$ cat src/tq_pkg.sv
// Shared types and constants for the tiered top-k priority queue.
// No dependencies; the cells, the top module and the bench import this package.
package tq_pkg;

  localparam int GOOD_DEPTH = 16;
  localparam int RUN_DEPTH  = 8;
  localparam int OVF_DEPTH  = 256;
  localparam int GW = $clog2(GOOD_DEPTH);
  localparam int RW = $clog2(RUN_DEPTH);
  localparam int OW = $clog2(OVF_DEPTH);

  localparam logic CFG_GOOD_SIZE   = 1'b0;
  localparam logic CFG_RUNNER_SIZE = 1'b1;
  localparam logic KIND_ENQ = 1'b0;

  typedef struct packed {
    logic [31:0]        key;
    logic [31:0]        tag;
    logic signed [31:0] score;
  } entry_t;

  typedef enum logic [1:0] {G_HOLD, G_APPEND, G_REMOVE, G_REMAPP} good_cmd_t;
  typedef enum logic [1:0] {R_HOLD, R_INSERT, R_SHIFT} run_cmd_t;

  typedef struct packed {
    good_cmd_t     cmd;
    logic [GW-1:0] idx;
    logic [GW:0]   cnt;
    entry_t        ent;
  } good_ctl_t;

  typedef struct packed {
    run_cmd_t      cmd;
    logic [RW:0]   cnt;
    entry_t        ent;
  } run_ctl_t;

  typedef enum logic [3:0] {
    S_IDLE, S_ENQ, S_DEQ, S_SCAN, S_RADMIT, S_RINS,
    S_REF_RD, S_REF_USE, S_REF_NEXT, S_DONE
  } state_t;

  typedef enum logic [2:0] {P_THR, P_EVICT, P_MAX, P_REFMIN, P_REFTHR} purp_t;

endpackage

$ cat src/tq_run_cell.sv
// One slot of the ascending runner-up tier; parallel sorted insert, shift on eviction.
// Depends on tq_pkg.
module tq_run_cell import tq_pkg::*; (
  input  logic          clk,
  input  run_ctl_t      ctl,
  input  logic [RW-1:0] pos,
  input  entry_t        prev_i,
  input  logic          prev_lt_i,
  input  entry_t        next_i,
  output entry_t        ent_o,
  output logic          lt_o
);
  entry_t ent_r, ent_nxt;

  assign lt_o = ({1'b0, pos} < ctl.cnt) && (ent_r.score < ctl.ent.score);

  always_comb begin
    ent_nxt = ent_r;
    case (ctl.cmd)
      R_INSERT: begin
        if (!lt_o) begin
          if (pos == '0 || prev_lt_i) ent_nxt = ctl.ent;
          else ent_nxt = prev_i;
        end
      end
      R_SHIFT: ent_nxt = next_i;
      default: ent_nxt = ent_r;
    endcase
  end

  always_ff @(posedge clk) begin
    ent_r <= ent_nxt;
  end

  assign ent_o = ent_r;
endmodule

$ cat config.mk
export PLATFORM = sky130hd
export DESIGN_NAME = tq_run_cell
export DESIGN_NICKNAME = d
export VERILOG_FILES = /design/src/tq_pkg.sv /design/src/tq_run_cell.sv
export SDC_FILE = /design/constraint.sdc
export NUM_CORES = 1
export LEC_CHECK = 0
export BUFFER_PORTS_ARGS = -buffer_cell sky130_fd_sc_hd__buf_2
export CORE_AREA = 2 2 155 157
export DETAILED_ROUTE_END_ITERATION = 6
export DIE_AREA = 0 0 157 159
export GPL_TIMING_DRIVEN = 1
export SLEW_MARGIN = 15
export SYNTH_ARGS = -nofsm -noshare
export SYNTH_HDL_FRONTEND = slang
export SYNTH_SLANG_ARGS = --single-unit
$ cat constraint.sdc
create_clock -name clk -period 4.5 [get_ports clk]
set_clock_uncertainty 0.05 [all_clocks]
set_input_delay 0.225 -clock clk [delete_from_list [all_inputs] [get_ports clk]]
set_output_delay 0.225 -clock clk [all_outputs]
set_load 0.005 [all_outputs]
==> results.yml <==
sta:
  totalNegativeSetupSlack_ns: 0
  finalHoldViolCount: 0
  timing_max_transition_violations_final: 0
  post-route-min-period_ns: 2.99
  maximum_clock_frequency_ghz: 0.334
  setup-violations-final: 0
  layout_worst_path_cycle_share_pct: 66.5
  timing_worst_slew_pin_value_ns: 0.698
  setup_repair_after_global_routing_missed_its_margin: "no"
  relSlewSlack_pct: 53.5
  setup_slack_ns: 1.51
floorplan:
  num_rows: 56
  fp.dieArea_um2: 25000
  num_io_pins: 396
  core_um2: 23200
  start_util_pct: 24.8
  die_width_um: 157
  dieHeight_um: 159
drt:
  drc: 0
  aggregate_routed_wire_length_um: 18900
  drt-initial-drc-count: 166
  drt_first_pass_iters: 5
  wl_per_cell_um: 15.1
  antenna_left: 0
  vias: 5399
  routed_via_density: 4.33
clock_tree:
  number_of_post_cts_setup_repair_buffers: 0
  tritoncts_clock_tree: "built"
  clock_tree_buffer_depth: 2
  post_cts_hold_buffer_count: 0
  clkSinkCount: 96
  cts.reportedPaths.clkPinSlew_ns: 0.07
  root_buffer: "sky130_fd_sc_hd__clkbuf_16"
  tritoncts.num_buffers: 9
  postCtsResizedCells: 0
  clk-insertion-delay-late_ns: 0.35
  htreeDepth: 3
setup_path:
  r2r_cells: 7
  kind_of_capture_point_of_the_worst_setup_path: "flip-flop"
  data_required_critical_path_ns: 4.42
  path_class: "reg -> reg"
  cp.arrival_ns: 2.92
  cp_max_fo: 50
  critPathLaunchType: "flip-flop"
synth:
  synth_edf_count: 96
  synth_async_sr_flop_share_pct: 0
  postSynth.topFlopCell: "sky130_fd_sc_hd__edfxtp_1"
  ys_ff_latch: 96
  most_frequent_cells_after_synthesis: "sky130_fd_sc_hd__nand2_1, sky130_fd_sc_hd__o21ai_0, sky130_fd_sc_hd__mux2i_1"
  synth_top_area_share_pct: 50.1
  top_cells_by_area_synth: "sky130_fd_sc_hd__edfxtp_1, sky130_fd_sc_hd__mux2i_1, sky130_fd_sc_hd__o21ai_0"
  synth.yosys.warnings: 0
  net_count_after_synthesis: 876
  yosys.cell_count.top_type: "sky130_fd_sc_hd__nand2_1"
  synthesis.area_per_instance_um2: 10.6
  syn_area_um2: 5750
  synth-seq-area-share_pct: 50.1
  yosys.area.top_type: "sky130_fd_sc_hd__edfxtp_1"
  synth_cells: 544
  ys_types: 29
cells_and_area:
  largest_reg_flops: 96
  n_antenna_cell: 0
  n_fill_cell: 2382
  area_growth_syn_to_layout_pct: 45.7
  nets: 1255
  fraction_of_final_layout_cells_with_drive_strength_greater_than_1_pct: 45.2
placed_design:
  dpl.hpwl_um: 15200
  finalWeightedCongestion: 0.805
  numPortBuffers: 395
  post-place-ws_ns: 1.43
status:
  outcome: "complete, no violations"
pwr:
  sequentialPowerShare_pct: 44.2
  switching_share_pct: 28.0
  share_clk_of_total_power_pct: 30.7
  internal_power_w: 0.00198
  p_sw_w: 0.000770
  combPwrFrac_pct: 25.1
  powerDensity_nw_per_um2: 328
  p_leak_nw: 4.02
  ir_drop_uv: 168
global_route:
  grt_overall_usage_pct: 14.3
  grt_antenna_before_repair: 2
  number_of_global_route_vias_before_repair: 5230
  globalRoute.totalOverflow: 0
  grt_pass1_wl_um: 27600
  grt_start_max_net_pins: 161
flow_run:
  drv_cap: 0
min_path:
  hp-class: "in -> reg"
  worstHoldPathCells: 3
-- per-stage QoR --
| stage | total power [W] | hold slack, ns | instance area, um2 | std cells | utilization, % |
|---|---|---|---|---|---|
| final | 0.00275 | 0.0983 | 8370 | 1247 | 36.1 |
| after floorplan | 0.00156 | 0.362 | 5760 | 544 | - |
| after global placement | 0.00193 | 0.452 | 8050 | 1231 | 34.7 |
| after CTS | 0.00280 | 0.0840 | 8370 | 1247 | 36.1 |
| after detailed placement | 0.00194 | 0.453 | 8050 | 1231 | 34.7 |
| after global routing | 0.00292 | 0.0939 | 8370 | 1247 | 36.1 |
-- path summary, 6_finish.rpt --
check                                         start             endpoint  slack, ns
worst min-delay path                     next_i[16]  ent_o[16]$_DFFE_PP_        0.1
worst min register to register  ent_o[31]$_DFFE_PP_  ent_o[24]$_DFFE_PP_       1.41
worst max-delay path             ent_o[7]$_DFFE_PP_   ent_o[1]$_DFFE_PP_       1.51
worst max register to register   ent_o[7]$_DFFE_PP_   ent_o[1]$_DFFE_PP_       1.51
-- kinds of logic after synthesis --
family,synth area share (%)
multiplexers,16.9
AND/OR/NAND/NOR,9.08
adder cells (fa/ha/maj),7.18
flip-flops,50.1
AO/OA/AOI/OAI,11.8
XOR/XNOR,0.152
buffers and inverters,4.74
-- power groups by stage --
| stage | clock network, W | registers (W) | logic, W |
|---|---|---|---|
| finish | 0.000845 | 0.00121 | 0.000690 |
| global route | 0.000914 | 0.00123 | 0.000772 |
| CTS | 0.000879 | 0.00122 | 0.000707 |
| detailed placement | 0 | 0.00124 | 0.000706 |
| global placement | 0 | 0.00123 | 0.000698 |
| floorplan | 0 | 0.00125 | 0.000305 |
-- metal layers --
metal  vias up  wire (um)  GRT usage, %
met5         -         13             0
met4         2        350          4.13
met3        23       1320          3.92
met2       230       9480          25.5
met1      2422       7720          16.7
li1       2722          -             -
-- cell type report --
type	instances	area [um2]	share of cell area [%]
sequential	96	2880	34.4
multi-input combinational	384	2620	31.2
tap	319	399	4.77
clock inverter	6	91.3	1.09
timing repair buffer	399	2030	24.3
clock buffer	10	229	2.73
inverter	33	124	1.48
-- worst max-delay path, cell delays in order, from the launching register on --
cell	delay [ns]
sky130_fd_sc_hd__edfxtp_1	0.40
sky130_fd_sc_hd__ha_1	0.35
sky130_fd_sc_hd__nand4_1	0.11
sky130_fd_sc_hd__o311a_1	0.39
sky130_fd_sc_hd__o41ai_2	0.42
sky130_fd_sc_hd__nand2_1	0.16
sky130_fd_sc_hd__a21boi_4	0.16
sky130_fd_sc_hd__buf_4	0.53
-- cells in the final DEF (no fill, tap or decap), drive strengths merged --
cell / synthesis / final
nand2: 104 / 104
o21ai: 100 / 100
nor2: 5 / 5
nor2b: 1 / 1
nand2b: 3 / 3
and4bb: 1 / 1
buf: 16 / 399
clkinvlp: 0 / 1
nand3: 3 / 3
nand4: 6 / 6
or2: 1 / 1
ha: 33 / 33
nor3: 2 / 2
bufinv: 0 / 2
o311a: 1 / 1
a221o: 1 / 1
a21o: 3 / 3
a211o: 2 / 2
o41ai: 1 / 1
a21oi: 15 / 15
a31oi: 2 / 2
clkbuf: 15 / 10
mux2i: 97 / 97
inv: 33 / 35
a21boi: 1 / 1
xnor2: 1 / 1
nor4: 1 / 1
clkinv: 0 / 1
edfxtp: 96 / 96
Power figures use the tool's default switching activity.
