`src/tq_pkg.sv`:
```
// Shared types and constants for the tiered top-k priority queue.
// No dependencies; the cells, the top module and the bench import this package.
package tq_pkg;

  localparam int GOOD_DEPTH = 16;
  localparam int RUN_DEPTH  = 8;
  localparam int OVF_DEPTH  = 256;
  localparam int GW = $clog2(GOOD_DEPTH);
  localparam int RW = $clog2(RUN_DEPTH);
  localparam int OW = $clog2(OVF_DEPTH);

  localparam logic CFG_GOOD_SIZE   = 1'b0;
  localparam logic CFG_RUNNER_SIZE = 1'b1;
  localparam logic KIND_ENQ = 1'b0;

  typedef struct packed {
    logic [31:0]        key;
    logic [31:0]        tag;
    logic signed [31:0] score;
  } entry_t;

  typedef enum logic [1:0] {G_HOLD, G_APPEND, G_REMOVE, G_REMAPP} good_cmd_t;
  typedef enum logic [1:0] {R_HOLD, R_INSERT, R_SHIFT} run_cmd_t;

  typedef struct packed {
    good_cmd_t     cmd;
    logic [GW-1:0] idx;
    logic [GW:0]   cnt;
    entry_t        ent;
  } good_ctl_t;

  typedef struct packed {
    run_cmd_t      cmd;
    logic [RW:0]   cnt;
    entry_t        ent;
  } run_ctl_t;

  typedef enum logic [3:0] {
    S_IDLE, S_ENQ, S_DEQ, S_SCAN, S_RADMIT, S_RINS,
    S_REF_RD, S_REF_USE, S_REF_NEXT, S_DONE
  } state_t;

  typedef enum logic [2:0] {P_THR, P_EVICT, P_MAX, P_REFMIN, P_REFTHR} purp_t;

endpackage

```
`src/tq_good_cell.sv`:
```
// One slot of the arrival-ordered good tier; shifts toward slot 0 on removal.
// Depends on tq_pkg.
module tq_good_cell import tq_pkg::*; (
  input  logic          clk,
  input  good_ctl_t     ctl,
  input  logic [GW-1:0] pos,
  input  entry_t        next_i,
  output entry_t        ent_o
);
  entry_t ent_r, ent_nxt;
  logic   at_tail, at_last, past_idx;

  always_comb begin
    at_tail  = ({1'b0, pos} == ctl.cnt);
    at_last  = ({1'b0, pos} == ctl.cnt - 1'b1);
    past_idx = (pos >= ctl.idx);
    ent_nxt  = ent_r;
    case (ctl.cmd)
      G_APPEND: if (at_tail) ent_nxt = ctl.ent;
      G_REMOVE: if (past_idx) ent_nxt = next_i;
      G_REMAPP: begin
        if (at_last) ent_nxt = ctl.ent;
        else if (past_idx) ent_nxt = next_i;
      end
      default: ent_nxt = ent_r;
    endcase
  end

  always_ff @(posedge clk) begin
    ent_r <= ent_nxt;
  end

  assign ent_o = ent_r;
endmodule

```
`config.mk`:
```
export PLATFORM = sky130hd
export DESIGN_NAME = tq_good_cell
export DESIGN_NICKNAME = d
export VERILOG_FILES = /design/src/tq_pkg.sv /design/src/tq_good_cell.sv
export SDC_FILE = /design/constraint.sdc
export NUM_CORES = 1
export LEC_CHECK = 0
export ABC_AREA = 0
export BUFFER_PORTS_ARGS = -buffer_cell sky130_fd_sc_hd__buf_2
export CAP_MARGIN = 20
export CORE_AREA = 2 2 118 120
export CTS_CLUSTER_SIZE = 28
export DETAILED_ROUTE_END_ITERATION = 7
export DIE_AREA = 0 0 120 122
export PLACE_DENSITY = 0.74
export SYNTH_ARGS = -nofsm -noshare
export SYNTH_HDL_FRONTEND = slang
export SYNTH_SLANG_ARGS = --single-unit
```
`constraint.sdc`:
```
create_clock -name clk -period 8.29 [get_ports clk]
set_clock_uncertainty 0.1 [all_clocks]
set_input_delay 0 -clock clk [delete_from_list [all_inputs] [get_ports clk]]
set_output_delay 0 -clock clk [all_outputs]
set_load 0.01 [all_outputs]
```
==> flow_metrics.tcl, run 1 <==
set metrics [dict create \
    place_congestion 0.860 \
    period_needed_ps 2810 \
    port_buffers 303 \
    grt_pass1_vias 6075 \
    die_h_microns 122 \
    core_sq_mm 0.0135 \
    io_pins 304 \
    std_cell_rows 43 \
    rsz0062_at_grt "false" \
    grt_usage_pct 24.6 \
    vias 6128 \
    clk-insertion-delay-late_ps 330 \
    synthFlopType "edfxtp_1" \
    yosysMostFrequentCell "nand2_1" \
    syn_nets 767 \
    synth_top_family_by_area "simple AND/OR/NAND/NOR gates" \
    synthSimpleGateAreaFrac_pct 22.2 \
    yosysSeqAreaShare_pct 57.2 \
    slew_viol_final 0 \
    fin_ws_ps 5480 \
    status "complete, no violations" \
    hold_viol 0 \
    critical_path_required_ps 8270 \
    cts_made_buffers 9 \
    criticalPathCategory "input pin to register" \
    hp-class "input pin to register" \
    power_density_mw_per_mm2 168 \
    crit_arrival_ps 2790 \
    crit_path_max_incr_delay_ps 790 \
    hold_slack_ps 358 \
    max_freq_mhz 356 \
    place_ws_ps 5480 \
    synthTopCellsByArea "edfxtp_1 (57%), nand2_1 (14%), a31oi_1 (12%), nor2_1 (7.2%), buf_6 (1.8%)" \
    drt_iter0_drc 416 \
    grt-ovfl-total 0 \
    fill_cells 1028 \
    path_cells "buf_2, inv_1, ha_1, nor3b_1, xor2_1, o41a_2, buf_4, a31oi_1, dlygate4sd3_1" \
    post-cts-setup-buffers 0 \
    die_w_microns 120 \
    clk_pin_slew_ps 60 \
    ys_seq_elements 96 \
    yosysUniqueCellTypes 21 \
    synth_top_area_cell "edfxtp_1" \
    synth_compound_area_share_pct 12.8 \
    final_layout_size_suffix_gt1_share_pct 31.6 \
    start_kind "input pin" \
    wl_per_cell_microns 15.6 \
    grt_max_degree 117 \
    worst_slew_pin_slew_ps 1090 \
    yosys.area_share.adder_pct 1.24 \
    via_per_inst 5.06 \
    clock_path_buffers 2 \
    synthCells 554 \
    synth.avg_cell_area_sq_um 9.09 \
    cts_tree "built" \
    vdd_drop_max_mv 0.0901 \
    wirelength_mm 18.9 \
    muxShareOfSynthArea_pct 0 \
    syn_to_final_growth_pct 76.3 \
    htree_levels 3 \
    antenna_found_initial 1 \
    largest_reg_flops 96 \
    post-route-period-util_pct 33.9 \
    drt_pass1_iterations 5 \
    cts.sinks 96 \
    maxCapViolations 0 \
    p_leak_uw 0.00395 \
    cts_root_buffer "clkbuf_16" \
    synth_edf_count 96 \
    grt_first_pass_wirelength_mm 28.5 \
    dieArea_sq_mm 0.0146 \
    drc 0 \
    slew_headroom_pct 27.1 \
    async_flop_share_pct 0 \
    dp_hpwl_mm 10.6 \
    end_kind "register" \
    synth_common_cells "nand2_1 (193), nor2_1 (97), a31oi_1 (96), edfxtp_1 (96), clkbuf_1 (19)" \
    syn_area_sq_mm 0.00504 \
    synth-xor-area-share_pct 1.39 \
    setup_viol 0 \
    layout.nets 1237 \
    slowest_stage "buf_4" \
    synth_warnings 0 \
    synth_top_cell_area_share_pct 57.2 \
    crit_fanout 116 \
    setup_tns_ps 0 \
    start_util_pct 37.3 \
    postRouteAntennaNets 0 \
]
[metal layers]
metal | global-route usage (%) | share of wire (%) | up-vias
met3 | 4.68 | 7.9 | 53
li1 | - | - | 2869
met1 | 27.7 | 38 | 2843
met5 | 0 | 0 | -
met4 | 11.7 | 3.6 | 0
met2 | 44.7 | 51 | 363
[layout by cell type, fill, tap and decap left out, types with 3 or more instances in the layout]
cell / synthesis / routed
inv_1: 6 / 6
dlygate4sd3_1: 0 / 192
a31oi_1: 96 / 96
xor2_1: 4 / 4
edfxtp_1: 96 / 96
buf_4: 0 / 4
nor2_1: 97 / 97
clkbuf_16: 0 / 9
ha_1: 5 / 5
clkbuf_1: 19 / 3
xnor2_1: 4 / 4
buf_2: 15 / 303
nand2_1: 193 / 193
[power breakdown]
group          internal [uW]  switching (uW)
combinational            223             207
clock                    263             173
sequential               597            24.5
total                   1080             404
[worst paths after layout]
kind                   from   endpoint  slack, ps  cells past startpoint
setup / recovery    ctl[96]  ent_o[12]       5480                      9
hold / removal     ctl[106]  ent_o[89]        360                      2
setup reg to reg  ent_o[12]  ent_o[12]       6680                      3
hold reg to reg   ent_o[61]  ent_o[61]       1090                      3
[stage by stage]
step	instances	cell area, sq um	total power, uW	util [%]
2_1_floorplan	554	5040	797	-
3_3_place_gp	999	6600	916	48.9
3_5_place_dp	999	6600	923	48.9
4_1_cts	1207	8830	1470	65.4
5_1_grt	1210	8880	1560	65.8
6_report	1210	8880	1490	65.8
[cell type report]
class / instances / area (sq um) / area share [%]
clock buffer: 12 / 236 / 2.66
timing repair buffer: 501 / 3520 / 39.6
sequential: 96 / 2880 / 32.5
inverter: 6 / 22.5 / 0.254
antenna: 1 / 2.50 / 0.0282
tap: 180 / 225 / 2.54
clock inverter: 4 / 68.8 / 0.775
multi-input combinational: 410 / 1930 / 21.7
[repair_timing]
item | in CTS | in global routing
endpoints found under the setup margin | 0 | 0
resized for setup | 0 | 0
endpoints found under the hold margin | 96 | 0
hold buffers | 192 | 0
[cell families (layout without fill, tap and decap cells)]
| family | count (synthesis) | after routing |
|---|---|---|
| AOI/OAI and AO/OA | 102 | 102 |
| xor gates and xnor gates | 8 | 8 |
| DFF | 96 | 96 |
| and+or+nand+nor | 295 | 295 |
| buffers and inverters | 48 | 523 |
| adders and majority gates | 5 | 5 |
| other | 0 | 1 |
[worst max-delay path: cells and delay by family]
family                   cells  cell delay, ps
XOR/XNOR                     1             190
adder cells (fa/ha/maj)      1             170
buffers and inverters        4            1650
AO/OA/AOI/OAI                2             430
AND/OR/NAND/NOR              1             290
Power figures use the tool's default switching activity.
==> run 2, diff against run 1 <==
--- a/config.mk
+++ b/config.mk
@@ -8,11 +8,11 @@
 export ABC_AREA = 0
 export BUFFER_PORTS_ARGS = -buffer_cell sky130_fd_sc_hd__buf_2
 export CAP_MARGIN = 20
-export CORE_AREA = 2 2 118 120
+export CORE_AREA = 2 2 119 121
 export CTS_CLUSTER_SIZE = 28
 export DETAILED_ROUTE_END_ITERATION = 7
-export DIE_AREA = 0 0 120 122
-export PLACE_DENSITY = 0.74
+export DIE_AREA = 0 0 121 123
+export PLACE_DENSITY = 0.76
 export SYNTH_ARGS = -nofsm -noshare
 export SYNTH_HDL_FRONTEND = slang
 export SYNTH_SLANG_ARGS = --single-unit
==> constraint.sdc (replaced) <==
create_clock -name clk -period 2.5 [get_ports clk]
set_clock_uncertainty 0.1 [all_clocks]
set_input_delay 0 -clock clk [delete_from_list [all_inputs] [get_ports clk]]
set_output_delay 0 -clock clk [all_outputs]
set_load 0.01 [all_outputs]
==> run 2 against run 1 <==
Effect of this change:
- worst setup slack got worse by 5400 ps
- hold slack got worse by 73 ps
- via count down 0.11%
- final cell count grew 0.66%
- sequential share of layout area decreased by 0.46 points
- critical path type unchanged
- largest cell class unchanged
- largest power group unchanged
==> flow_metrics.tcl, run 2 (synthesized netlist as in run 1, its figures left out) <==
set metrics [dict create \
    status "complete, no violations" \
    hold_viol 0 \
    rr_startpoint "ent_o[21]" \
    crit_path_max_incr_delay_ps 600 \
    criticalPathCategory "input pin to register" \
    setup_tns_ps 0 \
    start_kind "input pin" \
    drc 0 \
    start_util_pct 37.0 \
    p_sw_share_pct 28.4 \
    layout.nets 1244 \
    io_pins 304 \
    via_per_inst 5.03 \
    power_frac_seq_pct 41.9 \
    crit_start "ctl[96]" \
    final_util_pct 66.2 \
    place_ws_ps 285 \
    maxCapViolations 0 \
    power.internal_uw 3520 \
    p_leak_uw 0.00400 \
    grt_pass1_vias 6194 \
    end_kind "register" \
    hp-class "input pin to register" \
    post-route-period-util_pct 96.6 \
    rsz0062_at_grt "false" \
    wirelength_mm 19.3 \
    period_needed_ps 2410 \
    final_cell_mix "buf_2 (303), nand2_1 (193), dlygate4sd3_1 (192)" \
    die_h_microns 123 \
    drt_pass1_iterations 5 \
    slew_headroom_pct 55.9 \
    htree_levels 3 \
    antenna_found_initial 2 \
    core_sq_mm 0.0136 \
    hp-start "ctl[106]" \
    post-cts-setup-buffers 0 \
    comb_power_share_pct 29.7 \
    dieArea_sq_mm 0.0149 \
    cts_made_buffers 9 \
    postRouteAntennaNets 0 \
    final_layout_size_suffix_gt1_share_pct 32.3 \
    slowest_stage "o41a_4" \
    critical_path_required_ps 2490 \
    setup_viol 0 \
    worst_slew_pin_slew_ps 661 \
    vias 6121 \
    syn_to_final_growth_pct 78.8 \
    cts.sinks 96 \
    dp_hpwl_mm 11.3 \
    largest_reg_flops 96 \
    final_common_cell "buf_2" \
    grt-ovfl-total 0 \
    cts_tree "built" \
    crit_fanout 60 \
    clockPowerShare_pct 28.4 \
    max_freq_mhz 414 \
    wl_per_cell_microns 15.9 \
    fin_ws_ps 85.8 \
    cts_root_buffer "clkbuf_16" \
    p_sw_uw 1390 \
    place_congestion 0.897 \
    clk_pin_slew_ps 70 \
    path_cells "buf_2, inv_1, ha_1, nor3b_1, xor2_1, o41a_4, buf_12, nor2_1, a31oi_1, dlygate4sd3_1" \
    die_w_microns 121 \
    std_cell_rows 43 \
    grt_usage_pct 24.6 \
    clk-insertion-delay-late_ps 330 \
    drt_iter0_drc 508 \
    slew_viol_final 0 \
    clock_path_buffers 2 \
    total_power_uw 4920 \
    vdd_drop_max_mv 0.365 \
    power_density_mw_per_mm2 546 \
    grt_first_pass_wirelength_mm 29.0 \
    port_buffers 303 \
    grt_max_degree 65 \
    crit_arrival_ps 2410 \
]
[run 2: cell count changes in the layout (fill, tap and decap cells not counted), sizes merged]
cell,before,now
buf,309,315
clkbuf,12,9
clkinvlp,0,2
inv,6,8
bufinv,2,1
diode,1,2
o21ai,1,2
[run 2: worst paths after layout]
path | end | slack [ps] | cells past startpoint
worst max-delay path | ent_o[21] | 90 | 10
worst min register to register | ent_o[19] | 1090 | 3
worst max register to register | ent_o[21] | 940 | 3
worst min-delay path | ent_o[89] | 290 | 2
[run 2: layout make-up]
class                   instances  area [sq um]
clock buffers                   9           225
flip-flops and latches         96          2880
clock inverters                 7          70.1
repair buffers                507          3630
well taps                     180           225
inverters                       6          22.5
fillers                      1038          4600
diodes                          2          5.00
multi-input cells             411          1950
[run 2: per-layer routing]
| metal | share of wire, % | global-route usage, % |
|---|---|---|
| met3 | 7.9 | 5.21 |
| met5 | 0 | 0 |
| met1 | 38 | 26.4 |
| met4 | 3.8 | 12.2 |
| met2 | 51 | 45.8 |
[run 2: stage by stage]
| step | hold WS (ps) | cells | cell area [sq um] |
|---|---|---|---|
| floorplan | 150 | 554 | 5040 |
| global placement | 239 | 1007 | 6760 |
| detailed placement | 250 | 1007 | 6760 |
| CTS | 272 | 1215 | 8980 |
| global route | 317 | 1217 | 9000 |
| finish | 285 | 1218 | 9010 |
[run 2: worst max-delay path, delay by kind of cell]
| kind | cells | cell delay (ps) |
|---|---|---|
| AO/OA/AOI/OAI | 2 | 680 |
| buffers and inverters | 4 | 1000 |
| adder cells (fa/ha/maj) | 1 | 170 |
| XOR/XNOR | 1 | 130 |
| AND/OR/NAND/NOR | 2 | 410 |
[run 2: timing repair]
item | 4_1_cts | 5_1_grt
hold endpoints to repair | 96 | 0
endpoints found under the setup margin | 0 | 89
gates resized for setup | 0 | 2
hold buffers | 192 | 0
[run 2: power by group through the flow]
stage / logic [uW] / clock network [uW] / registers [uW]
after floorplan: 481 / 0 / 2160
after global placement: 1000 / 0 / 2080
after detailed placement: 1030 / 0 / 2080
after CTS: 1410 / 1420 / 2050
after global routing: 1590 / 1480 / 2070
final: 1460 / 1400 / 2060
==> run 3, diff against run 2 <==
==> constraint.sdc (replaced) <==
create_clock -name clk -period 2.1 [get_ports clk]
set_clock_uncertainty 0.1 [all_clocks]
set_input_delay 0 -clock clk [delete_from_list [all_inputs] [get_ports clk]]
set_output_delay 0 -clock clk [all_outputs]
set_load 0.01 [all_outputs]
==> run 3 against run 2 <==
Effect of this change:
- flip-flop and latch count unchanged
- final cell count is 0.16% lower
- non-clock buffer count increased by 1
- total power is 15% higher
- count of clock-buffer cells in the layout stayed put
- global-route usage grew 1.1 points
- critical endpoint is now ent_o[24]
- largest cell class unchanged
==> flow_metrics.tcl, run 3 (synthesized netlist as in run 1, its figures left out) <==
set metrics [dict create \
    status "complete, no violations" \
    power_density_mw_per_mm2 627 \
    power.internal_uw 4030 \
    cts_resized 0 \
    setup_tns_ps 0 \
    slowest_stage "o41a_2" \
    drt_iter0_drc 482 \
    total_power_uw 5640 \
    final_cell_mix "buf_2 (303), nand2_1 (193), dlygate4sd3_1 (192)" \
    setup_viol 0 \
    post-route-period-util_pct 91.7 \
    wirelength_mm 20.3 \
    std_cell_rows 43 \
    antenna_found_initial 1 \
    core_sq_mm 0.0136 \
    port_buffers 303 \
    cts_made_buffers 9 \
    wl_per_cell_microns 16.7 \
    clockPowerShare_pct 28.7 \
    slew_headroom_pct 68.7 \
    top_layer_used "met4" \
    comb_power_share_pct 27.8 \
    met3_wirelength_mm 1.54 \
    path_buf_inv 3 \
    place_ws_ps 12.3 \
    p_sw_uw 1610 \
    rsz0062_at_grt "false" \
    dieArea_sq_mm 0.0149 \
    clock_path_buffers 2 \
    hold_slack_ps 285 \
    start_kind "input pin" \
    hold_viol 0 \
    grt_max_degree 74 \
    post-cts-setup-buffers 0 \
    end_kind "register" \
    place_congestion 0.841 \
    fin_ws_ps 174 \
    crit_path_max_incr_delay_ps 590 \
    p_leak_uw 0.00402 \
    vias 6253 \
    grt_usage_pct 25.7 \
    via_per_inst 5.14 \
    crit_fanout 73 \
    crit_family "compound AO/OA/AOI/OAI gates" \
    cts.sinks 96 \
    clk_pin_slew_ps 70 \
    largest_reg_flops 96 \
    power_frac_seq_pct 43.5 \
    path_cells "buf_2, inv_1, ha_1, nor3b_1, xor2_1, o41a_2, buf_12, nor2_1, a31oi_1" \
    start_util_pct 37.0 \
    syn_to_final_growth_pct 78.6 \
    wl_met1_mm 7.27 \
    die_h_microns 123 \
    clk-insertion-delay-late_ps 330 \
    crit_arrival_ps 1890 \
    cts_root_buffer "clkbuf_16" \
    met2_length_mm 10.4 \
    stdcell_count 1216 \
    htree_levels 3 \
    grt-ovfl-total 0 \
    vdd_drop_max_mv 0.338 \
    final_layout_size_suffix_gt1_share_pct 32.3 \
    postRouteAntennaNets 0 \
    io_pins 304 \
    maxCapViolations 0 \
    dp_hpwl_mm 11.1 \
    critical_path_required_ps 2070 \
    place_inst 1008 \
    grt_pass1_vias 6270 \
    p_sw_share_pct 28.5 \
    ctsHoldBuffers 192 \
    slew_viol_final 0 \
    criticalPathCategory "input pin to register" \
    drc 0 \
    max_freq_mhz 519 \
    hp-class "input pin to register" \
    worst_slew_pin_slew_ps 470 \
    final_common_cell "buf_2" \
    drt_pass1_iterations 7 \
    cts_tree "built" \
    period_needed_ps 1930 \
    grt_first_pass_wirelength_mm 30.0 \
    die_w_microns 121 \
    layout.nets 1244 \
]
[run 3: path summary, 6_finish.rpt]
path / from / end / slack [ps] / cells after the start
worst max-delay path: ctl[97] / ent_o[24] / 170 / 9
worst min register to register: ent_o[46] / ent_o[46] / 560 / 2
worst max register to register: ent_o[24] / ent_o[24] / 1110 / 2
worst min-delay path: ctl[106] / ent_o[58] / 280 / 3
[run 3: worst register-to-register path, delay by kind of cell, from the launching register on]
kind	cells	cell delay [ps]
flip-flops	1	420
AO/OA/AOI/OAI	1	110
AND/OR/NAND/NOR	1	90
[run 3: final cells by class]
| class | count | area (sq um) |
|---|---|---|
| fill | 1001 | 4620 |
| timing repair buffer | 508 | 3650 |
| sequential | 96 | 2880 |
| multi-input combinational | 410 | 1930 |
| clock buffer | 9 | 225 |
| tap | 180 | 225 |
| clock inverter | 6 | 61.3 |
| inverter | 6 | 22.5 |
| antenna | 1 | 2.50 |
[run 3: power by group through the flow]
stage	registers, uW	logic, uW	clock network [uW]
final	2450	1570	1620
after CTS	2450	1510	1660
after floorplan	2570	573	0
after detailed placement	2480	1230	0
after global routing	2470	1700	1730
after global placement	2480	1210	0
[run 3: per-layer routing]
| metal | up-vias | track usage (%) |
|---|---|---|
| met5 | - | 0 |
| met4 | 0 | 16.0 |
| met3 | 103 | 5.17 |
| met2 | 427 | 46.4 |
| met1 | 2838 | 27.6 |
| li1 | 2885 | - |
[run 3: metrics by stage]
step                utilization [%]  area, sq um
detailed placement             49.8         6780
finish                         66.1         8990
floorplan                         -         5040
global route                   66.1         8990
CTS                            66.1         8990
global placement               49.8         6780
